[config.mk]
export PLATFORM = sky130hd
export DESIGN_NAME = mwse_front
export DESIGN_NICKNAME = d
export VERILOG_FILES = /design/src/hdl/mwse_pkg.sv /design/src/hdl/mwse_front.sv
export SDC_FILE = /design/constraint.sdc
export NUM_CORES = 1
export LEC_CHECK = 0
export BUFFER_PORTS_ARGS = -buffer_cell sky130_fd_sc_hd__buf_2
export CAP_MARGIN = 10
export CELL_PAD_IN_SITES_DETAIL_PLACEMENT = 2
export CELL_PAD_IN_SITES_GLOBAL_PLACEMENT = 2
export CORE_MARGIN = 2
export CORE_UTILIZATION = 30
export CTS_CLUSTER_SIZE = 28
export DETAILED_ROUTE_END_ITERATION = 10
export PLACE_DENSITY = 0.63
export SYNTH_ARGS = -nofsm -noshare
export SYNTH_HDL_FRONTEND = slang
export SYNTH_SLANG_ARGS = --single-unit
[constraint.sdc]
create_clock -name clk -period 2.2 [get_ports clk]
set_input_delay 0.44 -clock clk [delete_from_list [all_inputs] [get_ports clk]]
set_output_delay 0.44 -clock clk [all_outputs]
set_load 0.02 [all_outputs]
[src/hdl/mwse_pkg.sv]
// Shared constants and types for the minimum window sum unit.
package mwse_pkg;

  localparam int MAX_WINDOW = 1024;
  localparam int VALUE_BITS = 16;

  localparam int IDX_W    = $clog2(MAX_WINDOW);
  localparam int CNT_W    = $clog2(MAX_WINDOW + 1);
  localparam int SUM_W    = VALUE_BITS + $clog2(MAX_WINDOW);
  localparam int THRESH_W = 26;
  localparam int CMP_W    = (SUM_W > THRESH_W) ? SUM_W : THRESH_W;
  localparam int LEN_W    = 11;

  localparam int QDEPTH   = 2;
  localparam int QPTR_W   = $clog2(QDEPTH);
  localparam int QCNT_W   = $clog2(QDEPTH + 1);

  localparam int CFG_ADDR_W    = 3;
  localparam int CFG_DATA_W    = 32;
  localparam int REG_THRESHOLD = 0;

  typedef struct packed {
    logic [VALUE_BITS-1:0] value;
    logic                  last;
  } item_t;

endpackage

[src/hdl/mwse_front.sv]
// Input side: accepts words and holds them in a short queue for the engine.
module mwse_front
  import mwse_pkg::*;
(
  input  logic                  clk,
  input  logic                  rst_n,
  input  logic                  in_valid,
  output logic                  in_stall,
  input  logic [VALUE_BITS-1:0] in_value,
  input  logic                  in_last,
  output logic                  q_valid,
  output item_t                 q_item,
  input  logic                  q_pop
);

  item_t             entry_r [QDEPTH];
  logic [QPTR_W-1:0] wptr_r, wptr_nxt;
  logic [QPTR_W-1:0] rptr_r, rptr_nxt;
  logic [QCNT_W-1:0] cnt_r, cnt_nxt;
  logic              push, pop;

  assign in_stall = (cnt_r == QCNT_W'(QDEPTH));
  assign q_valid  = (cnt_r != '0);
  assign q_item   = entry_r[rptr_r];
  assign push     = in_valid && !in_stall;
  assign pop      = q_pop && q_valid;

  always_comb begin
    wptr_nxt = wptr_r;
    rptr_nxt = rptr_r;
    cnt_nxt  = cnt_r;
    if (push) begin
      wptr_nxt = (wptr_r == QPTR_W'(QDEPTH - 1)) ? '0 : wptr_r + 1'b1;
    end
    if (pop) begin
      rptr_nxt = (rptr_r == QPTR_W'(QDEPTH - 1)) ? '0 : rptr_r + 1'b1;
    end
    if (push && !pop) begin
      cnt_nxt = cnt_r + 1'b1;
    end else if (pop && !push) begin
      cnt_nxt = cnt_r - 1'b1;
    end
  end

  always_ff @(posedge clk) begin
    if (!rst_n) begin
      wptr_r <= '0;
      rptr_r <= '0;
      cnt_r  <= '0;
    end else begin
      wptr_r <= wptr_nxt;
      rptr_r <= rptr_nxt;
      cnt_r  <= cnt_nxt;
    end
  end

  always_ff @(posedge clk) begin
    if (push) begin
      entry_r[wptr_r] <= '{value: in_value, last: in_last};
    end
  end

endmodule

After elaboration in Yosys (flattened, before gate mapping)
Memories as Yosys holds them, arrays and structs flattened. A register that Yosys moved wholly into a read port is not among the register bits.
Index checks and enable logic that the tools add are counted.
{"block": "op_classes", "addsub": 4, "n_eq_ne": 1, "mux": 8, "reduce_logical": 9}
{"cell": "$mux 1", "n": 6}
{"cell": "$logic_and 1x1->1", "n": 4}
{"cell": "$mux 2", "n": 2}
{"cell": "$reduce_bool 2->1", "n": 2}
{"cell": "$logic_not 1->1", "n": 3}
{"cell": "$add 1x1->1 const B", "n": 2}
{"cell": "$add 2x1->2 const B", "n": 1}
{"cell": "$eq 2x2->1 const B", "n": 1}
{"cell": "$sub 2x1->2 const B", "n": 1}
{"block": "totals", "ff_bits": 4, "ram_bits": 34, "input_bits": 21, "out_inout_bits": 19, "word_cells": 26, "memories": 1}
{"name": "entry_r", "words": 2, "width": 17, "rd": 1, "rd_ports_with_merged_regs": 1, "write_ports": 1, "line_no": "mwse_front.sv:16", "rtl": "item_t entry_r [QDEPTH];"}

Depth between registers and ports, before layout
Gate-level depths: netlist of run 1.
{"block": "depth", "ltp_word": 7, "depth_mapped": 7, "ltp_nobuf": 7}

Least setup slack after synthesis of run 1
Ideal clock, no wire load.
{"block": "synth_path", "kind": "register to register", "start": "register cnt_r[0]", "end": "memory entry_r[0][0] in the netlist's numbering (enable)", "setup_time_ns": 0.390, "t_arrival_ns": 1.348, "t_required_ns": 1.810, "path_slack_ns": 0.462, "path_stages_with_launch": 4, "path_buffers": 0, "synth_period_minus_slack_ns": 1.738, "cell_sequence": "dfxtp_1 > nand2b_1 > inv_2 > nor3_2"}
{"block": "synth_between", "elab_chain_len": 5}
{"element": "start: declaration", "line_no": "mwse_front.sv:19", "rtl": "logic [QCNT_W-1:0] cnt_r, cnt_nxt;"}
{"element": "start signal: assignment", "line_no": "mwse_front.sv:53", "rtl": "cnt_r <= cnt_nxt;"}
{"element": "$eq 2x2->1", "line_no": "mwse_front.sv:22", "rtl": "assign in_stall = (cnt_r == QCNT_W'(QDEPTH));"}
{"element": "via in_stall", "line_no": "mwse_front.sv:8", "rtl": "output logic in_stall,"}
{"element": "$logic_not 1->1", "line_no": "mwse_front.sv:25", "rtl": "assign push = in_valid && !in_stall;"}
{"element": "$logic_and 1x1->1", "line_no": "mwse_front.sv:25"}
{"element": "$mux 1", "line_no": "mwse_front.sv:58", "rtl": "if (push) begin"}
{"element": "$mux 1 (implied by the code)", "line_no": "mwse_front.sv:59", "rtl": "entry_r[wptr_r] <= '{value: in_value, last: in_last};"}
{"element": "end: declaration", "line_no": "mwse_front.sv:16"}
The timed path passes the listed nets, and every way through them passes these cells.

==> results of run 1 <==
==> final timing paths <==
path,cells after the start,slack (ns),end,from
min,1,0.34,entry_r[1][12],in_value[11]
max reg2reg,3,0.56,entry_r[1][5],cnt_r[0]
max,3,0.43,q_item[8],flip-flop
min reg2reg,2,0.54,cnt_r[1],cnt_r[1]
==> through the flow <==
step | util [%] | power (W) | instance area, sq um | hold slack (ns) | setup WS [ns]
after floorplan | - | 0.00148 | 1460 | 0.479 | 0.462
after global placement | 37.4 | 0.00169 | 1770 | 0.498 | 0.592
after CTS | 39.7 | 0.00231 | 1870 | 0.327 | 0.404
after global routing | 39.7 | 0.00241 | 1870 | 0.328 | 0.363
after detailed placement | 37.4 | 0.00173 | 1770 | 0.534 | 0.531
final | 39.7 | 0.00227 | 1870 | 0.336 | 0.430
==> routing by layer <==
metal,vias up,routed length (microns)
met1,403,1210
li1,392,-
met4,0,63
met5,-,0
met3,8,191
met2,30,1480
==> critical path, delay by kind of cell, from the launching register on <==
family	cells	cell delay, ns
buf+inv	2	0.35
mux	1	0.35
flops	1	0.34
==> cell usage after synthesis <==
| cell | count | share of area (%) |
|---|---|---|
| inv_2 | 1 | 0.26 |
| inv_1 | 1 | 0.26 |
| edfxtp_1 | 34 | 70 |
| mux2_2 | 17 | 13 |
| ha_1 | 1 | 0.86 |
| o21a_1 | 1 | 0.51 |
| nand2b_1 | 1 | 0.43 |
| dfxtp_1 | 5 | 6.8 |
| xnor2_1 | 2 | 1.2 |
| or3_1 | 1 | 0.43 |
| and2_1 | 3 | 1.3 |
| nor2_1 | 1 | 0.26 |
| buf_2 | 1 | 0.34 |
| or2_2 | 1 | 0.43 |
| a21boi_1 | 1 | 0.51 |
| a21boi_0 | 1 | 0.51 |
| o21ai_0 | 1 | 0.34 |
| xor2_1 | 1 | 0.60 |
| o21ai_1 | 1 | 0.34 |
| and3_1 | 1 | 0.43 |
| buf_4 | 1 | 0.51 |
| nor3_2 | 1 | 0.68 |
==> power by group through the flow <==
stage               Sequential [W]  Clock, W  Combinational (W)
floorplan                 0.000983         0           0.000492
global placement          0.000989         0           0.000704
detailed placement         0.00100         0           0.000725
CTS                       0.000984  0.000596           0.000730
global route              0.000996  0.000628           0.000786
finish                    0.000982  0.000580           0.000711
==> flip-flops by register name, indices dropped and copies added (netlist names), named ones only <==
signal,flops
cnt_r,2
entry_r,34
wptr_r,1
rptr_r,1
==> final cells by class <==
cell class	count	area [sq um]	area share, %
multi-input cells	35	320	17.1
clock buffers	5	68.8	3.67
inverters	2	7.51	0.401
repair buffers	44	233	12.4
clock inverters	3	38.8	2.07
well taps	67	83.8	4.48
flip-flops and latches	39	1120	59.9
==> cell families (layout without fill, tap and decap cells) <==
family | Yosys count | in the layout
XOR/XNOR | 3 | 3
flip-flops | 39 | 39
AND/OR/NAND/NOR | 9 | 9
buffers and inverters | 4 | 54
AO/OA/AOI/OAI | 5 | 5
adder cells (fa/ha/maj) | 1 | 1
multiplexers | 17 | 17
==> summary.md, run 1 <==
| Metric | Value |
|---|---|
| Worst VDD drop | `0.349 mV` |
| Via Count | `833` |
| Drt total wl | `2.95 mm` |
| CTS Buffer Depth | `2` |
| Pwr dens | `1210 nW/um^2` |
| Antenna violations before repair | `0` |
| CTS tree | `built` |
| DRC Markers | `0` |
| Final ANT Viol Nets | `0` |
| Initial Utilization | `30.9%` |
| Min-Delay Path Class | `in2reg` |
| Final setup TNS | `0 ns` |
| Critical path class | `reg2out` |
| Post-Synth Adder-Cell Area | `0.856%` |
| Layout cells sized above 1 | `55.5%` |
| Clock root buffer | `clkbuf_8` |
| Largest net degree at the start of global routing | `13` |
| Post-CTS sizing | `0` |
| Commonest non-fill, non-tap cell in the layout | `buf_2` |
| Critical-path maximum fanout | `10` |
| Post-Synth XOR/XNOR Area | `1.80%` |
| DRT Pass-1 Iters | `2` |
| Die height | `73.8 microns` |
| Switching power share of the total | `30.8%` |
| Mapped cell area | `1460 sq um` |
| RSZ-0062 raised after global routing | `false` |
| Avg Cell Area, Syn | `18.7 sq um` |
| Post-synthesis mux area share | `13.1%` |
| Synth unique cells | `22` |
| Row count | `25` |
| GR peak layer | `met2` |
| Grt ovf | `0` |
| Number of max-cap violations | `0` |
| CTS Sinks | `39` |
| Seq cells post-synth | `39` |
| Placer Congestion | `0.753` |
| Critical path's slowest cell | `mux2_2` |
| Core Region | `4720 sq um` |
| Global-route wire length before repair | `4.71 mm` |
| Post-DP HPWL | `2.19 mm` |
| Total CTS buffers | `5` |
| Total track usage | `12.3%` |
| Most frequent cells in the layout | `buf_2, edfxtp_1, mux2_2` |
| Largest family of logic cells by synthesized area | `multiplexers` |
| Tmin final | `1.77 ns` |
| CP required | `1.76 ns` |
| Post-synthesis cell count | `78` |
| Max transition margin | `71.8%` |
| Area added between synthesis and finish | `28.2%` |
| Fin nets | `149` |
| Status | `finished, final reports clean` |
| Postcts setup bufs | `0` |
| Int Pwr | `0.00157 W` |
| Seq/Total Area, Yosys | `76.7%` |
| Skew-Pair Late Insertion Delay | `0.29 ns` |
| Startpoint types | `flip-flop` |
| GR Util met2 | `20.8%` |
| Die width | `73.8 microns` |
| Psw | `0.000700 W` |
| Setup Viol. Count Final | `0` |
| Measured slew at the worst slew-check pin | `0.423 ns` |
| Number of global-route vias before repair | `963` |
| # fillers | `488` |
| Port Buffers | `39` |
| Hold buffers post-CTS | `0` |
| Clock power frac | `25.5%` |
| Pleak | `0.721 nW` |
| CP Cell Sequence | `buf_4, mux2_2, buf_2` |
| Max Slew Vio Count | `0` |
| Compound-gate portion of the synthesized area | `2.23%` |
| Met3 usage | `4.12%` |
| CP max stage delay | `0.35 ns` |
| Synth Net Count | `100` |
| WL per Instance | `15.1 microns` |
| Kind of end point of the critical path | `output port` |
| Clock Skew | `0.00142 ns` |
| Ant diodes | `0` |
| Fin cells | `195` |
| Fmax | `0.565 GHz` |
| Simple-Gate Fraction of Synth Area | `3.94%` |
| Synthesis Warnings | `0` |
| Die footprint | `5450 sq um` |
| Initial DRC count | `34` |
| Depth of the CTS H-tree | `2` |
| Final Cycle Share | `80.5%` |
| Comb power frac | `31.3%` |
| DP Cell Count | `187` |
| Ports | `40` |
| Final Hold Vio Count | `0` |
| Worst-path clk slew | `0.07 ns` |
| Vias per cell | `4.27` |
| Global Route met1 Usage | `13.7%` |
| Sequential share of power | `43.2%` |
| Critical Path AT | `1.33 ns` |
Note: power is estimated with default switching activity, not from simulation.
==> run 2: changes to the inputs <==
--- a/config.mk
+++ b/config.mk
@@ -5,6 +5,7 @@
 export SDC_FILE = /design/constraint.sdc
 export NUM_CORES = 1
 export LEC_CHECK = 0
+export ABC_AREA = 1
 export BUFFER_PORTS_ARGS = -buffer_cell sky130_fd_sc_hd__buf_2
 export CAP_MARGIN = 10
 export CELL_PAD_IN_SITES_DETAIL_PLACEMENT = 2
@@ -13,7 +14,7 @@
 export CORE_UTILIZATION = 30
 export CTS_CLUSTER_SIZE = 28
 export DETAILED_ROUTE_END_ITERATION = 10
-export PLACE_DENSITY = 0.63
+export PLACE_DENSITY = 0.64
 export SYNTH_ARGS = -nofsm -noshare
 export SYNTH_HDL_FRONTEND = slang
 export SYNTH_SLANG_ARGS = --single-unit
==> constraint.sdc (replaced) <==
create_clock -name clk -period 1.7 [get_ports clk]
set_input_delay 0.34 -clock clk [delete_from_list [all_inputs] [get_ports clk]]
set_output_delay 0.34 -clock clk [all_outputs]
set_load 0.02 [all_outputs]
==> run 2 against run 1 <==
Net effect:
- sequential power rose by 30%
- design area rose by 5.3%
- global-route usage grew 0.080 points
- synthesized cell count increased by 15%
- register-to-register slack worse by 0.41 ns
- total power grew 38%
- sequential share of layout area fell by 3.0 points
- count of clock-buffer cells in the layout increased by 1
==> summary.md, run 2 <==
| Metric | Value |
|---|---|
| Total CTS buffers | `5 (unchanged)` |
| Port Buffers | `39 (unchanged)` |
| Grt ovf | `0 (unchanged)` |
| Regs by FF count | `entry_r (34), cnt_r (2)` |
| Yosys top cell by area | `edfxtp_1` |
| Post-synth EDFFs | `34 (unchanged)` |
| Largest net degree at the start of global routing | `13 (unchanged)` |
| Most frequent cells in the layout | `buf_2, edfxtp_1, mux2_4` |
| Avg Cell Area, Syn | `17.0 sq um (-9.5%)` |
| Min-Delay Path Class | `in2reg` |
| Worst VDD drop | `0.658 mV (+88%)` |
| Total track usage | `12.4% (+0.080 points)` |
| Core Region | `4820 sq um (+2.0%)` |
| Antenna violations before repair | `0 (unchanged)` |
| Hold buffers post-CTS | `0 (unchanged)` |
| Post-synthesis cell count | `90 (+15%)` |
| Clock Skew | `0.00651 ns (+0.00510 ns)` |
| WL per Instance | `15.7 microns (+4.0%)` |
| Fmax | `0.601 GHz` |
| Highest routed layer | `met4` |
| Critical-path maximum fanout | `10 (unchanged)` |
| Initial Utilization | `31.7% (+0.75 points)` |
| Tmin final | `1.66 ns` |
| Layout cells sized above 1 | `51.1% (-4.4 points)` |
| Clock root buffer | `clkbuf_8` |
| Skew-Pair Late Insertion Delay | `0.29 ns (about the same)` |
| Pwr dens | `1590 nW/um^2 (+31%)` |
| CTS tree | `built` |
| Status | `finished, final reports clean` |
| Ranking of synthesized cells by area | `edfxtp_1, mux2_4, dfxtp_1` |
| Largest Register | `entry_r` |
| Die footprint | `5670 sq um (+4.2%)` |
| Synth unique cells | `16 (-27%)` |
| Kind of end point of the critical path | `output port` |
| Startpoint types | `flip-flop` |
| Pleak | `0.799 nW (+11%)` |
| Synthesis Warnings | `0 (unchanged)` |
| Depth of the CTS H-tree | `2 (unchanged)` |
| Max FFs per register | `34 (unchanged)` |
| Number of max-cap violations | `0 (unchanged)` |
| Main flop type after synthesis | `edfxtp_1` |
| Tot Pwr | `0.00314 W (+38%)` |
| Synth Net Count | `112 (+12%)` |
| Met2 WL | `1.81 mm (+22%)` |
| CTS Sinks | `39 (unchanged)` |
| DRT Pass-1 Iters | `3 (+1)` |
| Mapped cell area | `1530 sq um (+4.5%)` |
| Ant diodes | `0 (unchanged)` |
| Critical Path AT | `1.32 ns (about the same)` |
| Vias per cell | `4.37 (+2.2%)` |
| Fin nets | `162 (+8.7%)` |
| Final ANT Viol Nets | `0 (unchanged)` |
| Die width | `75.3 microns (+2.1%)` |
| Seq/Total Area, Yosys | `73.4% (-3.3 points)` |
| DRC Markers | `0 (unchanged)` |
| Measured slew at the worst slew-check pin | `0.254 ns (-0.169 ns)` |
| M1 WL | `1.18 mm (-2.6%)` |
| Postcts setup bufs | `0 (unchanged)` |
| Via Count | `908 (+9.0%)` |
| CP required | `1.36 ns (-0.40 ns)` |
| RSZ-0062 raised after global routing | `true` |
| Area added between synthesis and finish | `29.2%` |
| Row count | `25 (unchanged)` |
| Initial DRC count | `36 (+5.9%)` |
| Placer Congestion | `0.775 (+2.9%)` |
| Max transition margin | `83.0% (+11 points)` |
| Setup Viol. Count Final | `0 (unchanged)` |
| Die height | `75.3 microns (+2.1%)` |
| Most common library cells after synthesis | `edfxtp_1, mux2_4, nor2_1` |
| Top-area cell type share of the netlist area | `66.9% (-3.0 points)` |
| Number of global-route vias before repair | `1,006 (+4.5%)` |
| Drt total wl | `3.28 mm (+11%)` |
| Most common cell in the netlist | `edfxtp_1` |
| Final Hold Vio Count | `0 (unchanged)` |
| Commonest non-fill, non-tap cell in the layout | `buf_2` |
| Post-DP HPWL | `2.47 mm (+13%)` |
| Ports | `40 (unchanged)` |
| CTS Buffer Depth | `2 (unchanged)` |
| Seq cells post-synth | `39 (unchanged)` |
| Post-synth ARST share | `0% (unchanged)` |
| Met3 wire len | `194 microns (+1.6%)` |
| Worst-path clk slew | `0.08 ns (about the same)` |
| Post-CTS sizing | `0 (unchanged)` |
| Critical path class | `reg2out` |
| Max Slew Vio Count | `0 (unchanged)` |
| Final setup TNS | `0 ns (unchanged)` |
| Global-route wire length before repair | `4.91 mm (+4.3%)` |
| Final Cycle Share | `97.8%` |
==> run 2: changes by cell type after synthesis, sizes merged, moves of 2 or more <==
| cell | change |
|---|---|
| a21boi | -2 |
| and2 | -3 |
| inv | +6 |
| nand2 | +7 |
| nor2 | +8 |
| xnor2 | -2 |
==> run 2: final cells by class <==
cell class / instances / area (sq um)
clock inverters: 2 / 60.1
multi-input cells: 41 / 357
inverters: 8 / 30.0
repair buffers: 45 / 248
well taps: 67 / 83.8
flip-flops and latches: 39 / 1120
clock buffers: 6 / 72.6
fillers: 522 / 2850
==> run 2: cell families (layout without fill, tap and decap cells) <==
logic type                 count (synthesis)  after routing  share of synthesized area (%)
AOI/OAI and AO/OA                          5              5                           2.05
buffers and inverters                     10             61                           4.02
muxes                                     17             17                           15.0
DFF                                       39             39                           73.4
adders and majority gates                  1              1                          0.820
and+or+nand+nor                           18             18                           4.67
==> run 2: worst paths after layout <==
| path | endpoint | startpoint | slack, ns | depth (start not counted) |
|---|---|---|---|---|
| hold / removal | entry_r[1][5] | in_value[4] | 0.23 | 1 |
| hold reg to reg | rptr_r | rptr_r | 0.55 | 2 |
| setup / recovery | q_item[12] | flip-flop | 0.04 | 3 |
| setup reg to reg | cnt_r[1] | cnt_r[1] | 0.15 | 9 |
==> run 2: worst max-delay path, cell delays in order, from the launching register on <==
cell and delay (ns):
dfxtp_1 0.36, buf_6 0.19, mux2_4 0.32, buf_2 0.16
==> run 2: per-layer routing <==
| metal | global-route usage [%] | vias to the layer above |
|---|---|---|
| li1 | - | 422 |
| met1 | 12.6 | 445 |
| met2 | 22.6 | 32 |
| met3 | 3.44 | 9 |
| met4 | 6.82 | 0 |
| met5 | 0 | - |
==> run 2: power breakdown <==
group / leakage, nW / switching, W / internal (W)
Sequential: 0.359 / 0.0000697 / 0.00121
Combinational: 0.375 / 0.000557 / 0.000388
Clock: 0.0654 / 0.000321 / 0.000587
==> run 2: per-stage QoR <==
stage / setup WS, ns / utilization (%) / hold slack, ns / instance area (sq um) / cells
6_report: 0.0372 / 40.9 / 0.233 / 1970 / 208
3_3_place_gp: 0.319 / 37.9 / 0.482 / 1820 / 200
4_1_cts: 0.00550 / 40.6 / 0.226 / 1960 / 208
2_1_floorplan: 0.0845 / - / 0.439 / 1530 / 90
3_5_place_dp: 0.158 / 37.9 / 0.532 / 1820 / 200
5_1_grt: -0.00847 / 40.9 / 0.223 / 1970 / 208
==> run 3: changes to the inputs <==
==> constraint.sdc (replaced) <==
create_clock -name clk -period 1.7 [get_ports clk]
set_input_delay 0.17 -clock clk [delete_from_list [all_inputs] [get_ports clk]]
set_output_delay 0.17 -clock clk [all_outputs]
set_load 0.02 [all_outputs]
==> run 3 against run 2 <==
Net effect:
- fmax rose by 11%
- register-to-register slack improved by 0.05 ns
- design area fell by 4.3%
- critical path type is now reg2reg
- count of clock-buffer cells in the layout fell by 1
- highest routed layer unchanged
- via count fell by 4.0%
- sequential power barely moved
- critical path depth rose by 6
- core utilization fell by 1.8 points
- combinational power fell by 6.1%
- wire length fell by 8.6%
==> summary.md, run 3 (synthesized netlist as in run 2, its figures left out) <==
| Metric | Value |
|---|---|
| Total track usage | `12.1% (-0.27 points)` |
| Vias per cell | `4.25 (-2.6%)` |
| Row count | `25 (unchanged)` |
| Critical path class | `reg2reg` |
| Total CTS buffers | `5 (unchanged)` |
| Clock root buffer | `clkbuf_8` |
| Pwr dens | `1450 nW/um^2 (-8.8%)` |
| Final setup TNS | `0 ns (unchanged)` |
| Most frequent cells in the layout | `buf_2, edfxtp_1, mux2_4` |
| Die width | `75.3 microns (unchanged)` |
| Sequential share of power | `46.6% (+5.7 points)` |
| Port Buffers | `39 (unchanged)` |
| Initial Utilization | `31.7% (unchanged)` |
| Skew-Pair Late Insertion Delay | `0.29 ns (about the same)` |
| Via Count | `872 (-4.0%)` |
| Pleak | `0.761 nW (-4.7%)` |
| Comb power frac | `32.4% (+2.3 points)` |
| Critical Path AT | `1.72 ns (+0.40 ns)` |
| Die height | `75.3 microns (unchanged)` |
| Regs by FF count | `entry_r (34), cnt_r (2)` |
| Core Region | `4820 sq um (unchanged)` |
| Ant diodes | `0 (unchanged)` |
| Final Cycle Share | `88.1% (-9.7 points)` |
| Status | `finished, final reports clean` |
| Placer Congestion | `0.842 (+8.6%)` |
| Antenna violations before repair | `0 (unchanged)` |
| Grt ovf | `0 (unchanged)` |
| Max FFs per register | `34 (unchanged)` |
| Post-CTS sizing | `0 (unchanged)` |
| Max transition margin | `83.6% (+0.54 points)` |
| Number of max-cap violations | `0 (unchanged)` |
| Worst VDD drop | `0.462 mV (-30%)` |
| Tot Pwr | `0.00274 W (-13%)` |
| Layout cells sized above 1 | `50.0% (-1.1 points)` |
| WL per Instance | `14.6 microns (-7.3%)` |
| Met3 usage | `4.63% (+1.2 points)` |
| Area added between synthesis and finish | `23.6%` |
| Kind of end point of the critical path | `flip-flop` |
| Largest Register | `entry_r` |
| DRT Pass-1 Iters | `2 (-1)` |
| Worst-path clk slew | `0.07 ns (about the same)` |
| Clock power frac | `21.0% (-7.9 points)` |
| Ports | `40 (unchanged)` |
| RSZ-0062 raised after global routing | `false` |
| Max Slew Vio Count | `0 (unchanged)` |
| Clock Skew | `0.00597 ns (-0.000544 ns)` |
| Critical-path maximum fanout | `4 (-6)` |
| Post-DP HPWL | `2.22 mm (-10%)` |
| CTS tree | `built` |
| Global Route met1 Usage | `13.0% (+0.38 points)` |
| Fin nets | `160 (-1.2%)` |
| Startpoint types | `flip-flop` |
| Hold buffers post-CTS | `0 (unchanged)` |
| Setup Viol. Count Final | `0 (unchanged)` |
| Die footprint | `5670 sq um (unchanged)` |
| Measured slew at the worst slew-check pin | `0.246 ns (-0.00771 ns)` |
| CTS Buffer Depth | `2 (unchanged)` |
| Final ANT Viol Nets | `0 (unchanged)` |
| Fmax | `0.668 GHz (+11%)` |
| Switching power share of the total | `32.3% (+2.1 points)` |
| CP required | `1.93 ns (+0.57 ns)` |
| Postcts setup bufs | `0 (unchanged)` |
| DRC Markers | `0 (unchanged)` |
| Commonest non-fill, non-tap cell in the layout | `buf_2` |
| Int Pwr | `0.00185 W (-15%)` |
| Tmin final | `1.50 ns (-0.165 ns)` |
| Largest net degree at the start of global routing | `18 (+5)` |
| Drt total wl | `2.99 mm (-8.6%)` |
| Min-Delay Path Class | `in2reg` |
| Initial DRC count | `27 (-25%)` |
| GR peak layer | `met2` |
| Number of global-route vias before repair | `1,009 (+0.30%)` |
| GR Util met2 | `21.4% (-1.2 points)` |
| Global-route wire length before repair | `4.85 mm (-1.1%)` |
| Psw | `0.000884 W (-6.8%)` |
| Final Hold Vio Count | `0 (unchanged)` |
| CTS Sinks | `39 (unchanged)` |
| Depth of the CTS H-tree | `2 (unchanged)` |
## run 3: final timing paths
kind,from,end,slack (ns),depth (start not counted)
worst max register to register,cnt_r[1],cnt_r[1],0.20,9
worst min-delay path,in_value[8],entry_r[0][9],0.07,1
worst min register to register,rptr_r,rptr_r,0.53,2
worst max-delay path,cnt_r[1],cnt_r[1],0.20,9
## run 3: power groups by stage
stage | combinational, W | sequential (W) | clock (W)
after floorplan | 0.000659 | 0.00128 | 0
after global placement | 0.000879 | 0.00129 | 0
after detailed placement | 0.000915 | 0.00130 | 0
after CTS | 0.000916 | 0.00128 | 0.000605
after global routing | 0.000983 | 0.00130 | 0.000648
final | 0.000886 | 0.00128 | 0.000575
## run 3: per-layer routing
| layer | vias to the layer above | part of all wire (%) |
|---|---|---|
| li1 | 418 | - |
| met1 | 420 | 41 |
| met2 | 30 | 52 |
| met3 | 4 | 5.5 |
| met4 | 0 | 1.1 |
| met5 | - | 0 |
## run 3: critical path, stage by stage (launching register included)
cell and delay, ns:
dfxtp_1 0.36, inv_1 0.10, o21ai_2 0.23, inv_1 0.09, ha_1 0.32, inv_1 0.09, nand3_1 0.08, nand2_1 0.06
inv_1 0.04, nor2_1 0.08
## run 3: stage by stage
step | instances | hold slack [ns] | util (%) | worst slack [ns] | cell area, sq um
floorplan | 90 | 0.269 | - | 0.0845 | 1530
global placement | 198 | 0.358 | 37.6 | 0.320 | 1810
detailed placement | 198 | 0.362 | 37.6 | 0.186 | 1810
CTS | 205 | 0.0526 | 39.2 | 0.170 | 1890
global route | 205 | 0.0515 | 39.2 | 0.0188 | 1890
finish | 205 | 0.0678 | 39.2 | 0.202 | 1890
## run 3: cell type report
cell class	instances	area (sq um)
clock inverter	2	8.76
clock buffer	5	68.8
fill	524	2930
inverter	8	30.0
tap	67	83.8
timing repair buffer	43	225
sequential	39	1120
multi-input combinational	41	349
